## src/rtl/swk_pkg.sv

```systemverilog
// ----------------------------------------------------------------------------
// Swerve wheel kinematics package
// Widths, constants, pipeline records and the arctangent table shared by the
// swerve drive wheel kinematics block.
// ----------------------------------------------------------------------------
package swk_pkg;

  localparam int CMD_W      = 16;
  localparam int RATIO_W    = 16;
  localparam int SPD_W      = 16;
  localparam int ANG_W      = 16;
  localparam int LANES      = 4;
  localparam int TERM_W     = 18;
  localparam int PROD_W     = 33;
  localparam int SQ_W       = 36;
  localparam int SQRT_STEPS = 18;
  localparam int ROOT_W     = 18;
  localparam int REM_W      = 20;
  localparam int CX_W       = 34;
  localparam int Z_W        = 25;
  localparam int PRESHIFT   = 14;
  localparam int ATAN_LEN   = 24;
  localparam int DIV_STEPS  = 16;
  localparam int NUM_W      = 35;
  localparam int DEN_W      = 19;
  localparam int CFG_IDX_W  = 1;

  localparam int CORDIC_STAGES_DEF = 16;

  localparam logic [RATIO_W-1:0]      RATIO_RESET  = 16'd23170;
  localparam logic [ROOT_W-1:0]       ONE_Q15      = 18'd32768;
  localparam logic signed [Z_W-1:0]   QUARTER_TURN = 25'sd2304000;
  localparam logic signed [Z_W-1:0]   ANGLE_HALF   = 25'sd128;
  localparam logic signed [Z_W-1:0]   HALF_TURN    = 25'sd18000;
  localparam logic signed [PROD_W-1:0] PROD_HALF   = 33'sd16384;

  typedef enum logic [CFG_IDX_W-1:0] {
    REG_LENGTH_RATIO = 1'b0,
    REG_WIDTH_RATIO  = 1'b1
  } cfg_reg_e;

  // One wheel inside the square-root and vectoring chain.
  typedef struct packed {
    logic signed [CX_W-1:0] cx;
    logic signed [CX_W-1:0] cy;
    logic signed [Z_W-1:0]  z;
    logic                   zero;
    logic [SQ_W-1:0]        sq;
    logic [ROOT_W-1:0]      root;
    logic [REM_W-1:0]       rem;
  } lane_t;

  typedef lane_t [LANES-1:0] vec_t;

  typedef struct packed {
    logic [ROOT_W-1:0]      spd;
    logic signed [ANG_W-1:0] ang;
  } wheel_t;

  typedef struct packed {
    logic [NUM_W-1:0] r;
    logic [SPD_W-1:0] q;
  } div_lane_t;

  typedef struct packed {
    div_lane_t [LANES-1:0] d;
    wheel_t [LANES-1:0]    w;
    logic [DEN_W-1:0]      den;
    logic                  big;
  } norm_t;

  // atan(2^-i) in 1/256 hundredths of a degree, rounded to nearest.
  function automatic logic signed [Z_W-1:0] atan_entry(input int unsigned idx);
    logic signed [Z_W-1:0] v;
    case (idx)
      0:  v = 25'sd1152000;
      1:  v = 25'sd680069;
      2:  v = 25'sd359328;
      3:  v = 25'sd182400;
      4:  v = 25'sd91554;
      5:  v = 25'sd45822;
      6:  v = 25'sd22916;
      7:  v = 25'sd11459;
      8:  v = 25'sd5730;
      9:  v = 25'sd2865;
      10: v = 25'sd1432;
      11: v = 25'sd716;
      12: v = 25'sd358;
      13: v = 25'sd179;
      14: v = 25'sd90;
      15: v = 25'sd45;
      16: v = 25'sd22;
      17: v = 25'sd11;
      18: v = 25'sd6;
      19: v = 25'sd3;
      20: v = 25'sd1;
      21: v = 25'sd1;
      default: v = '0;
    endcase
    return v;
  endfunction

endpackage

```

## src/rtl/swk_vec_cell.sv

```systemverilog
// ----------------------------------------------------------------------------
// Swerve wheel kinematics vector cell
// One square-root digit and/or one vectoring rotation for all four wheels.
// ----------------------------------------------------------------------------
module swk_vec_cell #(
  parameter int STEP          = 0,
  parameter int CORDIC_STAGES = swk_pkg::CORDIC_STAGES_DEF
) (
  input  logic          clk_i,
  input  logic          rst_ni,
  input  logic          v_i,
  output logic          rdy_o,
  input  swk_pkg::vec_t d_i,
  output logic          v_o,
  input  logic          rdy_i,
  output swk_pkg::vec_t d_o
);

  localparam int RW = swk_pkg::REM_W;
  localparam int QW = swk_pkg::ROOT_W;

  logic          v_q;
  swk_pkg::vec_t d_q, d_d;

  assign rdy_o = !v_q || rdy_i;
  assign v_o   = v_q;
  assign d_o   = d_q;

  for (genvar k = 0; k < swk_pkg::LANES; k++) begin : g_step
    logic [RW+1:0]       cur;
    logic [RW+1:0]       trial;
    logic signed [swk_pkg::CX_W-1:0] dx, dy;

    if (STEP < swk_pkg::SQRT_STEPS) begin : g_sqrt
      localparam int BI = swk_pkg::SQRT_STEPS - 1 - STEP;
      assign cur   = {d_i[k].rem, d_i[k].sq[2*BI+1 -: 2]};
      assign trial = {2'b00, d_i[k].root, 2'b01};
    end else begin : g_nosqrt
      assign cur   = '0;
      assign trial = '0;
    end

    if ((STEP < CORDIC_STAGES) && (STEP < swk_pkg::ATAN_LEN)) begin : g_rot
      assign dx = d_i[k].cy >>> STEP;
      assign dy = d_i[k].cx >>> STEP;
    end else begin : g_norot
      assign dx = '0;
      assign dy = '0;
    end

    always_comb begin
      d_d[k] = d_i[k];
      if (STEP < swk_pkg::SQRT_STEPS) begin
        if (cur >= trial) begin
          d_d[k].rem  = RW'(cur - trial);
          d_d[k].root = {d_i[k].root[QW-2:0], 1'b1};
        end else begin
          d_d[k].rem  = cur[RW-1:0];
          d_d[k].root = {d_i[k].root[QW-2:0], 1'b0};
        end
      end
      if ((STEP < CORDIC_STAGES) && (STEP < swk_pkg::ATAN_LEN)) begin
        // Positive y turns clockwise, anything else counterclockwise.
        if (d_i[k].cy > 0) begin
          d_d[k].cx = d_i[k].cx + dx;
          d_d[k].cy = d_i[k].cy - dy;
          d_d[k].z  = d_i[k].z + swk_pkg::atan_entry(STEP);
        end else begin
          d_d[k].cx = d_i[k].cx - dx;
          d_d[k].cy = d_i[k].cy + dy;
          d_d[k].z  = d_i[k].z - swk_pkg::atan_entry(STEP);
        end
      end
    end
  end

  always_ff @(posedge clk_i or negedge rst_ni) begin
    if (!rst_ni) begin
      v_q <= 1'b0;
    end else if (rdy_o) begin
      v_q <= v_i;
    end
  end

  always_ff @(posedge clk_i) begin
    if (rdy_o) d_q <= d_d;
  end

endmodule

```

## config.mk

```make
export PLATFORM = sky130hd
export DESIGN_NAME = swk_vec_cell
export DESIGN_NICKNAME = d
export VERILOG_FILES = /design/src/rtl/swk_pkg.sv /design/src/rtl/swk_vec_cell.sv
export SDC_FILE = /design/constraint.sdc
export NUM_CORES = 2
export LEC_CHECK = 0
export BUFFER_PORTS_ARGS = -buffer_cell sky130_fd_sc_hd__buf_2
export CORE_AREA = 2 2 531 533
export CTS_CLUSTER_SIZE = 20
export DETAILED_ROUTE_END_ITERATION = 10
export DIE_AREA = 0 0 533 535
export PLACE_DENSITY = 0.46
export SLEW_MARGIN = 25
export SYNTH_ARGS = -nofsm -noshare
export SYNTH_HDL_FRONTEND = slang
export SYNTH_SLANG_ARGS = --single-unit
```

## constraint.sdc

```tcl
create_clock -name clk_i -period 38.3 [get_ports clk_i]
set_input_delay 7.66 -clock clk_i [delete_from_list [all_inputs] [get_ports clk_i]]
set_output_delay 7.66 -clock clk_i [all_outputs]
set_load 0.02 [all_outputs]
```

* Yosys cells after proc, flatten, opt, wreduce, memory -nomap -nowiden
Index checks and enable logic that the tools add are counted.
** Storage, ports and cells
- RAM bits :: 0
- Latch bits :: 0
- ROM bits :: 0
- Input bits :: 676
- Memories kept :: 0
- Register bits :: 673
** Cells by class
- Shift-type cells :: 0
- Bitwise gates (word level) :: 0
- $lt $le $gt $ge :: 8
- Divide/modulo/power cells :: 0
- Eq/ne operators :: 0
- Multipliers :: 0
- Reduce and logical (&&, ||, !) cells :: 2
- Add/subtract/negate cells :: 24
- Muxes and demuxes :: 8
** Operators with widths (number)
- $mux W93 :: 4
- $sub A34 B34 Y34 :: 8
- $add A34 B34 Y34 :: 4
- $gt A34 B1 Y1 const B :: 4
- $add A25 B22 Y25 const B :: 4
- $sub A25 B22 Y25 const B :: 4
- $ge A22 B20 Y1 :: 4
- $mux W21 :: 4
- $sub A20 B20 Y20 :: 4
- $logic_not A1 Y1 :: 1
- $logic_or A1 B1 Y1 :: 1

* Longest topological paths before layout
- Depth after elaboration :: 2
- Gate-level depth with buffers :: 17
- Gate-level depth less buffers :: 15

* Worst setup path before layout
Ideal clock, no wire load.
- Path kind :: input-to-output
- Start point :: input port rdy_i
- End point :: output port rdy_o
- Data arrival time :: 23715 ps
- Data required time :: 30640 ps
- Stages :: 1
- Slack :: 6925 ps
- Cell sequence :: nand2b_1
** Between the ends
- Cells in the longest elaborated chain, start to end :: 1
** Ends and longest elaborated chain
- from (decl) :: RTL line swk_vec_cell.sv:15 : input logic rdy_i,
- $logic_or A1 B1 Y1 :: RTL line swk_vec_cell.sv:25 : assign rdy_o = !v_q || rdy_i;
- to (decl) :: RTL line swk_vec_cell.sv:12 : output logic rdy_o,
Every way passes these cells.

* Worst setup path after layout
Ends and elaborated chain as after synthesis.

==> reports/metrics.yaml <==
cts:
  cts_buffers: 97
  clkSinkCount: 669
  cts_buffer_depth: 4
  root_buffer: "clkbuf_16"
  cts_setup_buffers: 0
  htree_levels: 3
  clk_pin_slew_worst_paths_ns: 0.06
  cts_resized: 0
  hold_buffers: 0
  cts_tree: "built"
  insertion_delay_ns: 0.84
final_layout:
  drive_gt1_frac: 0.249
  final_common_cell: "buf_2"
  stdcell_count: 10401
  mostFrequentLayoutCells: "buf_2 (1349), edfxtp_1 (668), a21oi_1 (575)"
  multi_input_area_um2: 27400
  fillCellCount: 30560
  ff_latch_area_um2: 20100
  finalNetCount: 7783
  syn_to_final_growth_pct: 28.3
timing:
  relSlewSlack: 0.268
  drv_slew: 0
  grt_setup_unrepaired: "false"
  tightest_slew_ns: 1.10
  fmax_mhz: 61.8
  report.final.hold_viol_count: 0
  finalSetupTns_ns: 0
  fin_skew_ns: 0.0867
  fin_crit_ns: 16.17
  setup_viol: 0
  period_share: 0.422
routing:
  routed_wl_mm: 266
  avgViaCountPerCell: 4.58
  first_pass_iters: 6
  route.detailed.drc: 0
  vias: 47619
  wl_per_cell_um: 25.6
  drtIter0Drc: 3845
  drt.antenna.violating_nets: 0
grt:
  overflow: 0
  grtUsageTotal: 0.177
  grt_pass1_vias: 46664
  antenna_found_initial: 95
  grt_start_max_net_pins: 148
  grt_pass1_wl_mm: 364
synth:
  synth_ff_type: "edfxtp_1"
  synth_top_family_by_area: "compound AO/OA/AOI/OAI gates"
  ys_seq_area_frac: 0.399
  synth_edf_count: 668
  synth-xor-area-share: 0.0649
  synthAdderAreaFrac: 0.138
  synthArstFlopShare: 0.00149
  synthesis.area_um2: 50300
  yosys_warnings: 0
  yosysUniqueCellTypes: 90
  synth_nets: 6506
  synthSimpleGateAreaFrac: 0.118
  syn_avg_cell_area_um2: 9.52
  synth_cells: 5286
  muxShareOfSynthArea: 0.0218
  synth_compound_area_frac: 0.201
  synth-seq-cells: 669
hold_path:
  hold_class: "reg2reg"
die:
  die_width_um: 533
  num_io_pins: 1350
  fp-row-count: 194
  fp.dieH_um: 535
  die_area_um2: 285000
  core_um2: 279000
  start_util: 0.180
placement:
  hpwl_mm: 222
  globalplace.congestion: 0.945
  place.port_buffers: 1349
  place_inst: 10188
setup_path:
  path_common_cell: "buf_2"
  critical_path_class: "in2out"
  slowest_stage: "nand2b_4"
  cp.required_ns: 30.64
  crit_chain: "buf_2, nand2b_4, buf_2"
  endpoint_kind: "output pin"
  worst-path-buf-inv: 2
  critPathMaxFanout: 29
  start_kind: "input port"
  cp.arrival_ns: 8.51
  cp_top_family: "buffers and inverters"
  max_stage_delay_ns: 0.40
power:
  cellPowerDensity_nw_per_um2: 44.8
  peakVddDrop_uv: 38.3
  leakage_nw: 27.8
run:
  max_cap_viol_count: 0
outcome:
  status: "completed"
## cell usage after synthesis, drive strengths merged, types with 15 or more instances
cell type | count | area [um^2]
ha | 528 | 6610
nand2 | 259 | 972
nand2b | 57 | 357
a31oi | 62 | 400
mux2 | 45 | 507
or2 | 22 | 138
clkbuf | 130 | 488
or4 | 15 | 113
o21a | 43 | 323
buf | 69 | 310
xnor2 | 328 | 2870
and2 | 26 | 163
o21ai | 314 | 1570
fa | 16 | 320
nor2 | 395 | 1480
xor2 | 45 | 394
a2111oi | 15 | 144
nand3 | 83 | 415
o31ai | 50 | 380
a21o | 112 | 841
edfxtp | 668 | 20100
mux2i | 59 | 591
a21oi | 580 | 2910
nor3 | 108 | 546
a211o | 19 | 166
a211oi | 46 | 350
or3 | 41 | 257
inv | 554 | 2080
o211ai | 59 | 453
nand4 | 57 | 357
o31a | 15 | 131
nor2b | 45 | 282
nor4 | 69 | 432
a21boi | 16 | 120
o21bai | 104 | 792
a31o | 17 | 149
and3 | 24 | 150
## path summary, 6_finish.rpt
path	end	slack, ns	startpoint	depth (start not counted)
setup / recovery	rdy_o	22.13	rdy_i	3
hold / removal	d_o[161]$_DFFE_PP_	0.89	v_o$_DFFE_PN0P_	1
min in group asynchronous	v_o$_DFFE_PN0P_	6.67	rst_ni	1
hold reg to reg	d_o[161]$_DFFE_PP_	0.89	v_o$_DFFE_PN0P_	1
setup reg to reg	d_o[605]$_DFFE_PP_	34.30	v_o$_DFFE_PN0P_	5
max in group asynchronous	v_o$_DFFE_PN0P_	31.55	rst_ni	1
## state kept, by name (all words and copies together) (netlist names)
signal and flops:
v_o 1, d_o 668
## worst reg2reg max path, delay by kind of cell (launching register included)
kind                   cells  cell delay [ns]
DFF                        1             0.41
and+or+nand+nor            1             0.37
buffers and inverters      4             2.82
## through the flow
step	instance area, um^2	hold WS, ns	utilization	setup WS, ns	power (mW)
global route	64500	0.971	0.231	22.06	3.03
CTS	64400	0.919	0.231	22.12	2.94
finish	64500	0.888	0.231	22.13	2.89
floorplan	50300	7.36	-	6.92	1.58
detailed placement	61200	0.960	0.219	22.13	1.96
global placement	61200	0.949	0.219	22.14	1.97
## final cells by class
cell class	count	area share
Tap cell	3724	0.0722
Timing Repair Buffer	1377	0.108
Clock buffer	107	0.0382
Sequential cell	669	0.311
Clock inverter	66	0.0119
Multi-Input combinational cell	3860	0.424
Inverter	558	0.0325
Antenna cell	40	0.00155
## where the power goes
| part | switching [mW] | internal [mW] |
|---|---|---|
| sequential | 0.0568 | 0.947 |
| combinational | 0.639 | 0.302 |
| clock | 0.385 | 0.560 |
| total | 1.08 | 1.81 |
## per-layer routing
layer	track usage	share of wire	up-vias
met1	0.215	0.41	23472
met2	0.303	0.48	1930
met5	0	0.0015	-
met3	0.0425	0.070	394
li1	-	-	21763
met4	0.0636	0.042	60
## cells by family after synthesis
logic type / Yosys count
mux: 104
flops: 669
simple gates: 1234
fa+ha+maj: 544
compound gates: 1605
xor+xnor: 373
buf+inv: 757
Note: power is estimated with default switching activity, not from simulation.
