`src/rtl/swk_pkg.sv`:
```
// ----------------------------------------------------------------------------
// Swerve wheel kinematics package
// Widths, constants, pipeline records and the arctangent table shared by the
// swerve drive wheel kinematics block.
// ----------------------------------------------------------------------------
package swk_pkg;

  localparam int CMD_W      = 16;
  localparam int RATIO_W    = 16;
  localparam int SPD_W      = 16;
  localparam int ANG_W      = 16;
  localparam int LANES      = 4;
  localparam int TERM_W     = 18;
  localparam int PROD_W     = 33;
  localparam int SQ_W       = 36;
  localparam int SQRT_STEPS = 18;
  localparam int ROOT_W     = 18;
  localparam int REM_W      = 20;
  localparam int CX_W       = 34;
  localparam int Z_W        = 25;
  localparam int PRESHIFT   = 14;
  localparam int ATAN_LEN   = 24;
  localparam int DIV_STEPS  = 16;
  localparam int NUM_W      = 35;
  localparam int DEN_W      = 19;
  localparam int CFG_IDX_W  = 1;

  localparam int CORDIC_STAGES_DEF = 16;

  localparam logic [RATIO_W-1:0]      RATIO_RESET  = 16'd23170;
  localparam logic [ROOT_W-1:0]       ONE_Q15      = 18'd32768;
  localparam logic signed [Z_W-1:0]   QUARTER_TURN = 25'sd2304000;
  localparam logic signed [Z_W-1:0]   ANGLE_HALF   = 25'sd128;
  localparam logic signed [Z_W-1:0]   HALF_TURN    = 25'sd18000;
  localparam logic signed [PROD_W-1:0] PROD_HALF   = 33'sd16384;

  typedef enum logic [CFG_IDX_W-1:0] {
    REG_LENGTH_RATIO = 1'b0,
    REG_WIDTH_RATIO  = 1'b1
  } cfg_reg_e;

  // One wheel inside the square-root and vectoring chain.
  typedef struct packed {
    logic signed [CX_W-1:0] cx;
    logic signed [CX_W-1:0] cy;
    logic signed [Z_W-1:0]  z;
    logic                   zero;
    logic [SQ_W-1:0]        sq;
    logic [ROOT_W-1:0]      root;
    logic [REM_W-1:0]       rem;
  } lane_t;

  typedef lane_t [LANES-1:0] vec_t;

  typedef struct packed {
    logic [ROOT_W-1:0]      spd;
    logic signed [ANG_W-1:0] ang;
  } wheel_t;

  typedef struct packed {
    logic [NUM_W-1:0] r;
    logic [SPD_W-1:0] q;
  } div_lane_t;

  typedef struct packed {
    div_lane_t [LANES-1:0] d;
    wheel_t [LANES-1:0]    w;
    logic [DEN_W-1:0]      den;
    logic                  big;
  } norm_t;

  // atan(2^-i) in 1/256 hundredths of a degree, rounded to nearest.
  function automatic logic signed [Z_W-1:0] atan_entry(input int unsigned idx);
    logic signed [Z_W-1:0] v;
    case (idx)
      0:  v = 25'sd1152000;
      1:  v = 25'sd680069;
      2:  v = 25'sd359328;
      3:  v = 25'sd182400;
      4:  v = 25'sd91554;
      5:  v = 25'sd45822;
      6:  v = 25'sd22916;
      7:  v = 25'sd11459;
      8:  v = 25'sd5730;
      9:  v = 25'sd2865;
      10: v = 25'sd1432;
      11: v = 25'sd716;
      12: v = 25'sd358;
      13: v = 25'sd179;
      14: v = 25'sd90;
      15: v = 25'sd45;
      16: v = 25'sd22;
      17: v = 25'sd11;
      18: v = 25'sd6;
      19: v = 25'sd3;
      20: v = 25'sd1;
      21: v = 25'sd1;
      default: v = '0;
    endcase
    return v;
  endfunction

endpackage

```
`src/rtl/swk_norm_cell.sv`:
```
// ----------------------------------------------------------------------------
// Swerve wheel kinematics normalisation cell
// One quotient bit of the speed scaling division for all four wheels.
// ----------------------------------------------------------------------------
module swk_norm_cell #(
  parameter int STEP = 0
) (
  input  logic           clk_i,
  input  logic           rst_ni,
  input  logic           v_i,
  output logic           rdy_o,
  input  swk_pkg::norm_t d_i,
  output logic           v_o,
  input  logic           rdy_i,
  output swk_pkg::norm_t d_o
);

  localparam int NW  = swk_pkg::NUM_W;
  localparam int BIT = swk_pkg::DIV_STEPS - 1 - STEP;

  logic           v_q;
  swk_pkg::norm_t d_q, d_d;
  logic [NW-1:0]  shd;

  assign rdy_o = !v_q || rdy_i;
  assign v_o   = v_q;
  assign d_o   = d_q;
  assign shd   = NW'(d_i.den) << BIT;

  always_comb begin
    d_d = d_i;
    for (int k = 0; k < swk_pkg::LANES; k++) begin
      if (d_i.d[k].r >= shd) begin
        d_d.d[k].r      = d_i.d[k].r - shd;
        d_d.d[k].q[BIT] = 1'b1;
      end
    end
  end

  always_ff @(posedge clk_i or negedge rst_ni) begin
    if (!rst_ni) begin
      v_q <= 1'b0;
    end else if (rdy_o) begin
      v_q <= v_i;
    end
  end

  always_ff @(posedge clk_i) begin
    if (rdy_o) d_q <= d_d;
  end

endmodule

```
`config.mk`:
```
export PLATFORM = sky130hd
export DESIGN_NAME = swk_norm_cell
export DESIGN_NICKNAME = d
export VERILOG_FILES = /design/src/rtl/swk_pkg.sv /design/src/rtl/swk_norm_cell.sv
export SDC_FILE = /design/constraint.sdc
export NUM_CORES = 1
export LEC_CHECK = 0
export BUFFER_PORTS_ARGS = -buffer_cell sky130_fd_sc_hd__buf_4
export CORE_AREA = 2 2 282 284
export DETAILED_ROUTE_END_ITERATION = 16
export DIE_AREA = 0 0 284 286
export PLACE_DENSITY_LB_ADDON = 0.2
export SLEW_MARGIN = 10
export SYNTH_ARGS = -nofsm -noshare
export SYNTH_HDL_FRONTEND = slang
export SYNTH_SLANG_ARGS = --single-unit
export TNS_END_PERCENT = 100
```
`constraint.sdc`:
```
create_clock -name clk_i -period 12 [get_ports clk_i]
set_input_delay 0.6 -clock clk_i [delete_from_list [all_inputs] [get_ports clk_i]]
set_output_delay 0.6 -clock clk_i [all_outputs]
set_load 0.05 [all_outputs]
```
Word-level counts from Yosys, hierarchy flattened
Index checks and enable logic that the tools add are counted.

word-level totals
  output and inout bits = 362
  word-level logic and storage cells = 37
  bits in registers = 361
  bits of input ports = 364

cells by class
  magnitude comparators = 4
  reductions and logical operators = 2
  muxes and demuxes = 4
  $add $sub $neg = 4

operator list
  cell                number
  $mux W36            4
  $ge A35 B34 Y1      4
  $sub A35 B34 Y35    4
  $logic_not A1 Y1    1
  $logic_or A1 B1 Y1  1

Longest topological paths before layout
Gate-level depths: netlist of run 1.

  depth after elaboration = 2
  gate-level depth with buffers = 14
  mapped depth without buffers = 12

Worst setup path after synthesis of run 1
OpenSTA, ideal clock, no wires.

  kind = input -> register
  start = in rdy_i
  end = reg d_q (netlist bit d_o[0]), enable pin
  slack = 1.633 ns
  cell stages on the path = 1
  arrival time = 9.559 ns
  setup time = 0.808 ns
  required time = 11.192 ns
  path buffers = 0
  path through = nand2b_1

on the way
  word-level cells in the longest chain between the ends = 1

ends and longest elaborated chain
  what                    RTL line             text
  start: declaration      swk_norm_cell.sv:14  input logic rdy_i,
  $logic_or A1 B1 Y1      swk_norm_cell.sv:25  assign rdy_o = !v_q || rdy_i;
  end signal: assignment  swk_norm_cell.sv:49  if (rdy_o) d_q <= d_d;
  end: declaration        swk_norm_cell.sv:22  swk_pkg::norm_t d_q, d_d;

No other way between the ends.
A chain may end at the register's enable or synchronous reset.

==> reports/metrics.yaml, run 1 <==
status: "complete, no violations"
fmax_ghz: 0.287
synth_seq_cells: 361
final_cells: 2950
yosysTopAreaCellShare_pct: 67.9
dieArea_um2: 81200
cts_made_buffers: 44
grt_usage_pct: 17.3
dp_cells: 2867
cp_slowest_cell: "a311oi_4"
arrival_ns: 3.80
drt_first_pass_iters: 5
core_area_um2: 78400
cp_cell_sequence: "buf_4 > inv_1 > fa_1 > a211oi_1 > o21a_1 > o21ai_1 > a31oi_4 > o21bai_2 > a311oi_4 > buf_4 > nor2b_1 > a31oi_1"
setup_violations: 0
die_x_um: 284
crit_type: "in -> reg"
internal_power_mw: 2.67
synth_area_leaders: "edfxtp_1, ha_1, mux2_2"
clkPwrFrac_pct: 33.9
antenna_found_initial: 29
fin_crit_sh_pct: 29.1
power_density_nw_per_um2: 166
rsz0062_at_grt: "no"
async_flop_share_pct: 0.277
p_comb_share_pct: 26.9
tns_ns: 0
hp-class: "in -> reg"
drive_above_1_share_pct: 45.1
via_per_inst: 4.23
start_util_pct: 20.3
final_core_util_pct: 30.8
crit_path_end_kind: "register"
syn_avg_cell_area_um2: 14.4
syn_to_final_growth_pct: 51.6
clock_latency_ns: 0.58
drt_drc_violations_left: 0
final_cell_mix: "buf_4, edfxtp_1, nor2_1"
cts.sinks: 361
cpLargestDelayFamily: "compound AO/OA/AOI/OAI gates"
synth_cell_types: 67
p_seq_share_pct: 39.2
cts_tree: "built"
first_global_vias: 12600
slowest_delay_ns: 0.67
drt-total-wl_um: 73600
synth-edff-count: 360
ys_seq_area_share_pct: 68.1
synth_top_cell_by_area: "edfxtp_1"
drt_iter0_drc: 605
maxSlewViolCount: 0
n_fill_cell: 8064
drv_cap: 0
path_clk_slew_ns: 0.07
min_period_ns: 3.49
syn-num-nets: 1548
place_ws_ns: 7.88
fin_ws_ns: 8.51
io_pins: 726
synthesis.area_um2: 15900
gp_congestion: 0.887
globalRouteOverflowTotal: 0
cts_max_path_buffers: 3
hold_viol_final: 0
vdd_ir_drop_max_v: 0.0000891
fin_worst_skew_ns: 0.0257
grt_max_degree: 145
p_leak_nw: 10.1
nets: 2308
worstPathRequired_ns: 12.31
cpMostUsedCell: "buf_4"
tightest_slew_ns: 1.09
ys_warn_count: 0
crit_buf_inv: 3
vias: 12500
die_h_um: 286
start_kind: "input pin"
std_cell_rows: 103
maxSlewHeadroom_pct: 27.2
drtAntennaViolNets: 0
place.port_buffers: 725
final_common_cell: "buf_4"
htree_levels: 2
grt_pass1_wl_um: 98600
hpwl_um: 59400
post_drt_wl_per_cell_um: 24.9
cts_root_buf: "clkbuf_16"
netSwitchingPower_mw: 1.34
switching_share_pct: 33.4
synthCells: 1104
synthFlopType: "edfxtp_1"
path_max_fanout: 23
==> repair_timing <==
action,CTS,global route
hold endpoints to repair,1,0
resized for setup,0,0
endpoints found under the setup margin,0,0
buffers inserted,0,0
hold buffers,1,0
==> area by class of cell <==
type,instances,area (um^2),area share [%]
well taps,1050,1310,5.44
repair buffers,733,5520,22.9
clock buffers,47,1130,4.70
flip-flops and latches,361,10800,44.9
diodes,6,15.0,0.0622
inverters,40,150,0.622
multi-input cells,684,4850,20.1
clock inverters,29,318,1.32
==> state kept, by name (all words and copies together) (netlist names) <==
name  flops
v_o       1
d_o     360
==> layer usage <==
metal | track usage (%) | share of wire [%] | vias up
met1 | 17.6 | 35 | 6024
met5 | 0 | 0.38 | -
li1 | - | - | 5784
met3 | 7.47 | 9.3 | 119
met2 | 31.8 | 52 | 500
met4 | 5.46 | 3.0 | 44
==> synth_stat cells, drive strengths merged, types with 16 or more instances <==
master    n
nor3     24
mux2     35
a21o     30
edfxtp  360
xnor2    29
nor4     16
nor2     82
ha       76
xor2     27
inv      40
a21oi    76
o21ai    57
nand2    61
==> power groups by stage <==
stage          clock network, mW  logic, mW  registers (mW)
2_1_floorplan                  0      0.260            2.03
3_3_place_gp                   0       1.09            1.60
3_5_place_dp                   0       1.09            1.60
4_1_cts                     1.42       1.10            1.58
5_1_grt                     1.46       1.14            1.59
6_report                    1.36       1.08            1.57
==> logic make-up after synthesis <==
group / Yosys count / synth area share [%]
adder cells (fa/ha/maj): 80 / 6.48
AND/OR/NAND/NOR: 257 / 7.77
buffers and inverters: 59 / 1.58
multiplexers: 37 / 2.60
AO/OA/AOI/OAI: 254 / 10.4
XOR/XNOR: 56 / 3.08
flip-flops: 361 / 68.1
==> per-stage QoR <==
stage	hold slack, ns	area (um^2)	total power [mW]
after CTS	0.117	24100	4.09
after detailed placement	0.380	22700	2.69
after floorplan	0.304	15900	2.29
final	0.183	24100	4.02
after global placement	0.377	22700	2.69
after global routing	0.138	24100	4.19
==> final timing paths <==
path	start	endpoint	slack (ns)	cells after the start
worst min register to register	v_o	v_o	0.89	2
worst min-delay path	d_i[95]	d_o[95]	0.18	1
worst max register to register	v_o	d_o[314]	8.94	3
max in group asynchronous	rst_ni	v_o	11.59	2
worst max-delay path	d_i[2]	d_o[204]	8.51	12
min in group asynchronous	rst_ni	v_o	0.33	2
(Power assumes the default switching activity.)
==> inputs of run 2 (changes only) <==
Clock period 12 ns to 3.65 ns, I/O delays scaled along.
==> run 2 against run 1 <==
Net effect:
- clock power increased to 3.4 times the previous value
- register-to-register slack got worse by 6.9 ns
- largest power group unchanged
- first-iteration DRC count increased by 3.3%
- count of clock-buffer cells in the layout increased by 8
- design area increased by 16%
- wire length increased by 1.6%
- power increased to 3.4 times the previous value
- sequential share of layout area decreased by 6.2 points
==> reports/metrics.yaml, run 2 (synthesis results as in run 1) <==
largest_reg_flops: 360
fin_crit_sh_pct: 93.6
crit_type: "in -> reg"
fin_worst_skew_ns: 0.0132
drtAntennaViolNets: 0
maxSlewHeadroom_pct: 55.7
setup.worst_path.start: "d_i[2]"
io_pins: 726
cpMostUsedCell: "buf_4"
rr_endpoint: "d_o[79]"
clock_latency_ns: 0.59
htree_levels: 2
fmax_ghz: 0.293
syn_to_final_growth_pct: 75.9
drive_above_1_share_pct: 38.4
crit_path_end_kind: "register"
slowest_delay_ns: 0.61
start_kind: "input pin"
cts_tree: "built"
start_util_pct: 20.3
final_core_util_pct: 35.7
min_path_cells: 3
tns_ns: 0
via_per_inst: 4.16
tightest_slew_ns: 0.664
cp_slowest_cell: "fa_1"
rsz0062_at_grt: "no"
drt_first_pass_iters: 5
path_clk_slew_ns: 0.05
cts_max_path_buffers: 3
grt_usage_pct: 17.7
grt_pass1_wl_um: 104000
worstPathRequired_ns: 3.97
die_h_um: 286
cts_setup_buffers: 0
p_leak_nw: 11.7
cts_root_buf: "clkbuf_16"
fin_ws_ns: 0.232
core_area_um2: 78400
final_common_cell: "buf_4"
gp_congestion: 0.892
reg2reg_from: "v_o"
place_ws_ns: 0.187
hpwl_um: 58300
reg2reg_depth: 2
total_power_mw: 13.7
vias: 13900
place.port_buffers: 725
post_drt_wl_per_cell_um: 22.4
drt_drc_violations_left: 0
hold_end: "d_o[305]"
arrival_ns: 3.74
first_global_vias: 14600
maxSlewViolCount: 0
hold_viol_final: 0
grt_max_degree: 98
final_cell_mix: "buf_4, dlygate4sd3_1, edfxtp_1"
die_x_um: 284
worstHoldStart: "d_i[305]"
min_period_ns: 3.42
dieArea_um2: 81200
globalRouteOverflowTotal: 0
drt_iter0_drc: 625
path_max_fanout: 19
vdd_ir_drop_max_v: 0.000340
regToRegSetupSlack_ns: 2.00
setup_violations: 0
std_cell_rows: 103
antenna_found_initial: 21
nets: 2687
cts.sinks: 361
status: "complete, no violations"
cts_made_buffers: 45
drv_cap: 0
cp_cell_sequence: "dlygate4sd3_1 > buf_4 > clkinvlp_4 > fa_1 > a211oi_1 > o21a_1 > o211ai_1 > a31oi_1 > o21bai_1 > a21o_1 > buf_4 > mux2_2"
hp-class: "in -> reg"
fin_hold_ws_ns: 0.0522
drt-total-wl_um: 74800
power_density_nw_per_um2: 490
[run 2: how the worst max path moves through the flow]
stage	cells past startpoint	slack, ns	to
after floorplan	1	0.05	d_o[0]
final	12	0.23	d_o[295]
after CTS	13	0.19	d_o[351]
after global placement	12	0.26	d_o[354]
after global routing	13	0.003	d_o[358]
after detailed placement	12	0.19	d_o[351]
[run 2: metal layers]
layer,track usage [%],part of all wire [%],wire length (um),vias up
met5,0,0.25,187,-
met4,6.92,3.8,2850,28
met3,4.95,6.4,4800,112
met2,31.2,50,37600,494
met1,20.4,39,29300,6696
li1,-,-,-,6541
[run 2: power by group]
part	switching (mW)	internal, mW	total, mW
logic	2.50	1.42	3.92
clock network	1.91	2.71	4.62
registers	0.136	5.05	5.18
total	4.54	9.18	13.7
[run 2: stage by stage]
| stage | area, um^2 | instances |
|---|---|---|
| 6_report | 28000 | 3336 |
| 3_3_place_gp | 22900 | 2884 |
| 3_5_place_dp | 22900 | 2884 |
| 2_1_floorplan | 15900 | 1104 |
| 4_1_cts | 28000 | 3329 |
| 5_1_grt | 28000 | 3334 |
[run 2: repair_timing]
action | CTS | global route
setup endpoints to repair | 0 | 6
endpoints found under the hold margin | 361 | 0
hold buffers | 362 | 0
gates resized for setup | 0 | 1
[run 2: final cells by class]
cell class | count | area (um^2)
Multi-Input combinational cell | 684 | 4850
Antenna cell | 7 | 17.5
Fill cell | 7719 | 50400
Timing Repair Buffer | 1111 | 9330
Inverter | 40 | 154
Sequential cell | 361 | 10800
Clock inverter | 28 | 325
Tap cell | 1050 | 1310
Clock buffer | 55 | 1160
[run 2: critical path, delay by kind of cell]
| kind | cells | cell delay [ns] |
|---|---|---|
| adders and majority gates | 1 | 0.61 |
| AOI/OAI and AO/OA | 6 | 1.36 |
| buffers and inverters | 4 | 1.28 |
| muxes | 1 | 0.29 |
